File: src/hw/rtl/ffha_pkg.sv
// Shared constants, codes and controller/datapath interface types
// for the first-fit heap allocator. No dependencies.
package ffha_pkg;

	// heap geometry
	localparam int HEAP_BYTES   = 4096;
	localparam int ALIGN_BYTES  = 4;
	localparam int HEADER_BYTES = 8;
	localparam int HDR = (HEADER_BYTES + ALIGN_BYTES - 1) / ALIGN_BYTES * ALIGN_BYTES;
	localparam int PW    = 13;                     // header position width (0..HEAP_BYTES)
	localparam int DEPTH = HEAP_BYTES / ALIGN_BYTES;
	localparam int IW    = 10;                     // header store index width

	typedef logic [PW-1:0] pos_t;
	localparam pos_t END_POS = pos_t'(HEAP_BYTES);
	localparam logic [7:0] MIN_SPLIT_RESET = 8'd12;

	// request kinds
	localparam logic [1:0] KIND_ALLOC  = 2'd0;
	localparam logic [1:0] KIND_FREE   = 2'd1;
	localparam logic [1:0] KIND_SHRINK = 2'd2;

	// response codes
	localparam logic [1:0] ST_DONE    = 2'd0;
	localparam logic [1:0] ST_FAIL    = 2'd1;
	localparam logic [1:0] ST_IGNORED = 2'd2;

	// datapath operations
	typedef enum logic [4:0] {
		OP_NONE, OP_CLR, OP_LOAD, OP_ALC_START, OP_ALC_FIT, OP_ALC_STEP,
		OP_SPL_WT, OP_SPL_WH, OP_SPL_WN, OP_FND_RD, OP_FND_CHK, OP_FREE_W,
		OP_SHR_T, OP_MRG_RDM, OP_MRG_N, OP_MRG_JN, OP_MRG_WPN, OP_MRG_P,
		OP_MRG_JP, OP_MRG_WPP, OP_RESP
	} op_t;

	typedef struct packed {
		op_t        op;
		logic [1:0] rsp;
	} cmd_t;

	typedef struct packed {
		logic       clr_done;
		logic [1:0] kind;
		logic       zero;
		logic       oversz;
		logic       find_bad;
		logic       h_zero;
		logic       lf_end;
		logic       fit;
		logic       n_le_p;
		logic       next_end;
		logic       ph_ge_h;
		logic       next_ne_h;
		logic       mn_ok;
		logic       mp_ok;
		logic       split_ok;
		logic       out_free;
	} sts_t;

endpackage

File: src/hw/rtl/ffha_ctrl.sv
// Request sequencer of the heap allocator: walks, split, free, merge steps.
// Depends on ffha_pkg; drives ffha_dp through cmd_t, reads sts_t.
module ffha_ctrl (
	input  logic          clk,
	input  logic          arst_n,
	input  logic          in_valid,
	output logic          in_ready,
	input  ffha_pkg::sts_t sts,
	output ffha_pkg::cmd_t cmd
);
	import ffha_pkg::*;

	typedef enum logic [20:0] {
		S_CLR     = 21'd1 << 0,
		S_IDLE    = 21'd1 << 1,
		S_DEC     = 21'd1 << 2,
		S_ALC_CHK = 21'd1 << 3,
		S_SPL_T   = 21'd1 << 4,
		S_SPL_H   = 21'd1 << 5,
		S_SPL_N   = 21'd1 << 6,
		S_FND_H   = 21'd1 << 7,
		S_FND_P   = 21'd1 << 8,
		S_FND_OK  = 21'd1 << 9,
		S_MRG_RD  = 21'd1 << 10,
		S_MRG_M   = 21'd1 << 11,
		S_MRG_N   = 21'd1 << 12,
		S_MRG_W2  = 21'd1 << 13,
		S_MRG_RD2 = 21'd1 << 14,
		S_MRG_M2  = 21'd1 << 15,
		S_MRG_P   = 21'd1 << 16,
		S_MRG_W4  = 21'd1 << 17,
		S_OK      = 21'd1 << 18,
		S_FAIL    = 21'd1 << 19,
		S_IGN     = 21'd1 << 20
	} state_t;

	state_t state_q, state_d;

	// state register
	always_ff @(posedge clk or negedge arst_n) begin
		if (!arst_n) begin
			state_q <= S_CLR;
		end else begin
			state_q <= state_d;
		end
	end

	assign in_ready = (state_q == S_IDLE);

	// next state and command
	always_comb begin
		state_d = state_q;
		cmd.op  = OP_NONE;
		cmd.rsp = ST_DONE;
		unique case (state_q)
			S_CLR: begin
				cmd.op = OP_CLR;
				if (sts.clr_done) state_d = S_IDLE;
			end
			S_IDLE: begin
				if (in_valid) begin
					cmd.op  = OP_LOAD;
					state_d = S_DEC;
				end
			end
			S_DEC: begin
				priority if (sts.kind == KIND_ALLOC) begin
					if (sts.zero || sts.oversz || sts.lf_end) begin
						state_d = S_FAIL;
					end else begin
						cmd.op  = OP_ALC_START;
						state_d = S_ALC_CHK;
					end
				end else if (sts.kind == KIND_FREE) begin
					if (sts.find_bad) begin
						state_d = S_IGN;
					end else begin
						cmd.op  = OP_FND_RD;
						state_d = S_FND_H;
					end
				end else if (sts.kind == KIND_SHRINK) begin
					if (sts.oversz) begin
						state_d = S_FAIL;
					end else if (sts.find_bad) begin
						state_d = S_IGN;
					end else begin
						cmd.op  = OP_FND_RD;
						state_d = S_FND_H;
					end
				end else begin
					state_d = S_IGN;
				end
			end
			// first-fit walk, one header per cycle
			S_ALC_CHK: begin
				priority if (sts.fit) begin
					cmd.op  = OP_ALC_FIT;
					state_d = S_SPL_T;
				end else if (sts.n_le_p || sts.next_end) begin
					state_d = S_FAIL;
				end else begin
					cmd.op = OP_ALC_STEP;
				end
			end
			S_SPL_T: begin
				cmd.op  = OP_SPL_WT;
				state_d = S_SPL_H;
			end
			S_SPL_H: begin
				cmd.op  = OP_SPL_WH;
				state_d = S_SPL_N;
			end
			S_SPL_N: begin
				cmd.op  = OP_SPL_WN;
				state_d = (sts.kind == KIND_ALLOC) ? S_OK : S_MRG_RD;
			end
			// block lookup by payload offset
			S_FND_H: begin
				cmd.op = OP_FND_CHK;
				priority if (sts.h_zero) state_d = S_FND_OK;
				else if (sts.ph_ge_h) state_d = S_IGN;
				else state_d = S_FND_P;
			end
			S_FND_P: begin
				state_d = sts.next_ne_h ? S_IGN : S_FND_OK;
			end
			S_FND_OK: begin
				if (sts.kind == KIND_FREE) begin
					cmd.op  = OP_FREE_W;
					state_d = S_MRG_RD;
				end else begin
					cmd.op  = OP_SHR_T;
					state_d = sts.split_ok ? S_SPL_T : S_OK;
				end
			end
			// merge with following block
			S_MRG_RD: begin
				cmd.op  = OP_MRG_RDM;
				state_d = S_MRG_M;
			end
			S_MRG_M: begin
				cmd.op  = OP_MRG_N;
				state_d = S_MRG_N;
			end
			S_MRG_N: begin
				if (sts.mn_ok) begin
					cmd.op  = OP_MRG_JN;
					state_d = S_MRG_W2;
				end else begin
					state_d = S_MRG_RD2;
				end
			end
			S_MRG_W2: begin
				cmd.op  = OP_MRG_WPN;
				state_d = S_MRG_RD2;
			end
			// merge with preceding block
			S_MRG_RD2: begin
				cmd.op  = OP_MRG_RDM;
				state_d = S_MRG_M2;
			end
			S_MRG_M2: begin
				cmd.op  = OP_MRG_P;
				state_d = S_MRG_P;
			end
			S_MRG_P: begin
				if (sts.mp_ok) begin
					cmd.op  = OP_MRG_JP;
					state_d = S_MRG_W4;
				end else begin
					state_d = S_OK;
				end
			end
			S_MRG_W4: begin
				cmd.op  = OP_MRG_WPP;
				state_d = S_OK;
			end
			// response, once the output slot is free
			S_OK, S_FAIL, S_IGN: begin
				cmd.rsp = (state_q == S_OK) ? ST_DONE :
					(state_q == S_FAIL) ? ST_FAIL : ST_IGNORED;
				if (sts.out_free) begin
					cmd.op  = OP_RESP;
					state_d = S_IDLE;
				end
			end
			default: state_d = S_CLR;
		endcase
	end

endmodule

File: config.mk
export PLATFORM = sky130hd
export DESIGN_NAME = ffha_ctrl
export DESIGN_NICKNAME = d
export VERILOG_FILES = /design/src/hw/rtl/ffha_pkg.sv /design/src/hw/rtl/ffha_ctrl.sv
export SDC_FILE = /design/constraint.sdc
export NUM_CORES = 1
export LEC_CHECK = 0
export ABC_AREA = 1
export BUFFER_PORTS_ARGS = -buffer_cell sky130_fd_sc_hd__buf_2
export CORE_MARGIN = 1.5
export CORE_UTILIZATION = 60
export DETAILED_ROUTE_END_ITERATION = 6
export GPL_TIMING_DRIVEN = 0
export HOLD_SLACK_MARGIN = 0.08
export PLACE_DENSITY_LB_ADDON = 0.25
export SLEW_MARGIN = 20
export SYNTH_ARGS = -nofsm -noshare
export SYNTH_HDL_FRONTEND = slang
export SYNTH_SLANG_ARGS = --single-unit
File: constraint.sdc
create_clock -name clk -period 2.9 [get_ports clk]
set_input_delay 0.29 -clock clk [delete_from_list [all_inputs] [get_ports clk]]
set_output_delay 0.29 -clock clk [all_outputs]
set_load 0.02 [all_outputs]
==> impl_metrics.tcl <==
set metrics [dict create \
    cts_tree "done" \
    syn_inst 246 \
    worstSetupStartpointType "flop" \
    die_h_um 55.5 \
    synth_common_cells "51 x nor2_1, 46 x nand2_1, 38 x inv_1" \
    gp_congestion 0.943 \
    layout_setup_ws_ps 505 \
    insertion_delay_ps 310 \
    fin_worst_skew_ps 9.83 \
    async_flop_share 1.00 \
    cp-end-kind "output port" \
    antenna_left 0 \
    grt_pass1_vias 1567 \
    synth.largest_area_cell "dfrtp_1" \
    ys_seq_elements 21 \
    final_nets 299 \
    drv_slew 0 \
    start_util 0.650 \
    dp_slack_ps 887 \
    gr-total-overflow 0 \
    core_sq_um 2540 \
    antenna_found_initial 0 \
    antenna_cells 0 \
    path_max_fanout 10 \
    largest-register "state_q" \
    hp-class "in2reg" \
    cts_root_buf "clkbuf_4" \
    worstPathRequired_ps 2610 \
    port_buffers 27 \
    min_period_ps 2400 \
    p_per_area_nw_per_um2 484 \
    drive_above_1_share 0.223 \
    grt_max_degree 22 \
    synth_top_area_frac 0.302 \
    drcViolationCount 0 \
    clk_pin_slew_ps 120 \
    clock_sinks 21 \
    clock_path_buffers 2 \
    drtPass1Iterations 4 \
    filler_cell_count 243 \
    cts_buffers 3 \
    arrival_ps 2110 \
    synth_cell_type_count 29 \
    die_w_um 55.5 \
    reg2reg_depth 10 \
    avgSynthCellArea_sq_um 6.73 \
    utilization 0.733 \
    via_count 1639 \
    synth_warnings 0 \
    hpwl_um 3080 \
    grt_pass1_wl_um 6650 \
    max_cap_violations 0 \
    whs_path_depth 2 \
    largest_register_ffs 21 \
    rsz0062_at_grt "no" \
    synth_edf_count 0 \
    synthFlopType "dfrtp_1" \
    worst_pin_slew_ps 468 \
    placed_cell_area_sq_um 1830 \
    vias_per_cell 5.32 \
    grt_util_all_layers 0.267 \
    yosysSeqAreaShare 0.318 \
    fin_crit_sh 0.826 \
    status "finished clean" \
    first_iter_violations 83 \
    slew_headroom 0.688 \
    syn_area_sq_um 1660 \
    pin_count 28 \
    wl_per_cell_um 12.4 \
    vdd_ir_drop_max_v 0.000645 \
    fin_tns_setup_ps 0 \
    finalSetupViolations 0 \
    design_area_sq_um 1860 \
    top_regs "state_q (21)" \
    die-area_sq_um 3080 \
    synth_fp_nets 266 \
    htree_levels 1 \
    synth_most_common_cell "nor2_1" \
    area_delta_synth_final_pct 12.6 \
    totalWireLength_um 3820 \
    synth.area.top_cells "dfrtp_1 30%, nor2_1 12%, nand2_1 10%, inv_1 8.6%, nand3_1 6.3%" \
    maxClockFrequency_ghz 0.417 \
    critPathKind "reg2out" \
    hold_viol 0 \
    leakagePower_nw 1.02 \
    num_rows 18 \
]
area by class of cell:
class / count / area (sq um) / area share
Multi-Input combinational cell: 185 / 973 / 0.522
Inverter: 40 / 155 / 0.0832
Sequential cell: 21 / 527 / 0.283
Clock buffer: 4 / 26.3 / 0.0141
Tap cell: 30 / 37.5 / 0.0201
Timing Repair Buffer: 28 / 145 / 0.0779
through the flow:
stage	cells	hold slack (ps)	power, W
after global routing	308	137	0.000964
after global placement	303	269	0.000750
final	308	133	0.000901
after CTS	308	132	0.000897
after detailed placement	303	269	0.000752
after floorplan	246	-5.59	0.000648
critical path, stage by stage, from the launching register on:
cell and delay (ps):
dfrtp_1 410, nor2_2 190, nand2_2 160, nor2_8 220, nand2_4 110, nor2_4 140, inv_1 70, o21ai_1 180
nor3_1 70, nand2_1 80, buf_2 160
worst paths after layout:
check | start | to | slack, ps
min in group asynchronous | arst_n | state_q[15] | 440
max reg2reg | state_q[1] | state_q[0] | 1180
min | sts[10] | state_q[8] | 130
max in group asynchronous | arst_n | state_q[0] | 2100
min reg2reg | state_q[1] | state_q[1] | 550
max | state_q[11] | cmd[3] | 500
placed cells by master (no fill, tap or decap), drive strengths merged:
cell type and instances:
o211ai 1, inv 39, clkinv 1, a211oi 1
o22ai 1, a21oi 2, nand2 54, dfrtp 20
nor2 65, nor2b 3, dlygate4sd3 1, dfstp 1
clkbuf 4, nand3b 2, nor3b 1, nand4 10
nor3 8, nor4 2, nand3 22, buf 27
o21ai 13
per-layer routing:
metal	GRT usage	wire length, um	vias to the layer above
met3	0.0258	160	7
met4	0.0906	63	0
li1	-	-	854
met1	0.362	1770	730
met2	0.446	1820	48
met5	0	0	-
kinds of logic after synthesis:
group,after synthesis,share of synthesized area
AO/OA/AOI/OAI,18,0.0635
AND/OR/NAND/NOR,167,0.525
flip-flops,21,0.318
buffers and inverters,40,0.0937
power by group:
part	total [W]	leakage (nW)	switching [W]	internal [W]
Sequential	0.000336	0.288	0.0000153	0.000321
Clock	0.000143	0.0150	0.0000892	0.0000538
Combinational	0.000422	0.720	0.000291	0.000131
Total	0.000901	1.02	0.000396	0.000506
repair_timing:
| action | in CTS | in global routing |
|---|---|---|
| buffers inserted | 0 | 0 |
| gates resized for setup | 0 | 0 |
| hold buffers | 1 | 0 |
| endpoints found under the hold margin | 20 | 0 |
Note: power is estimated with default switching activity, not from simulation.
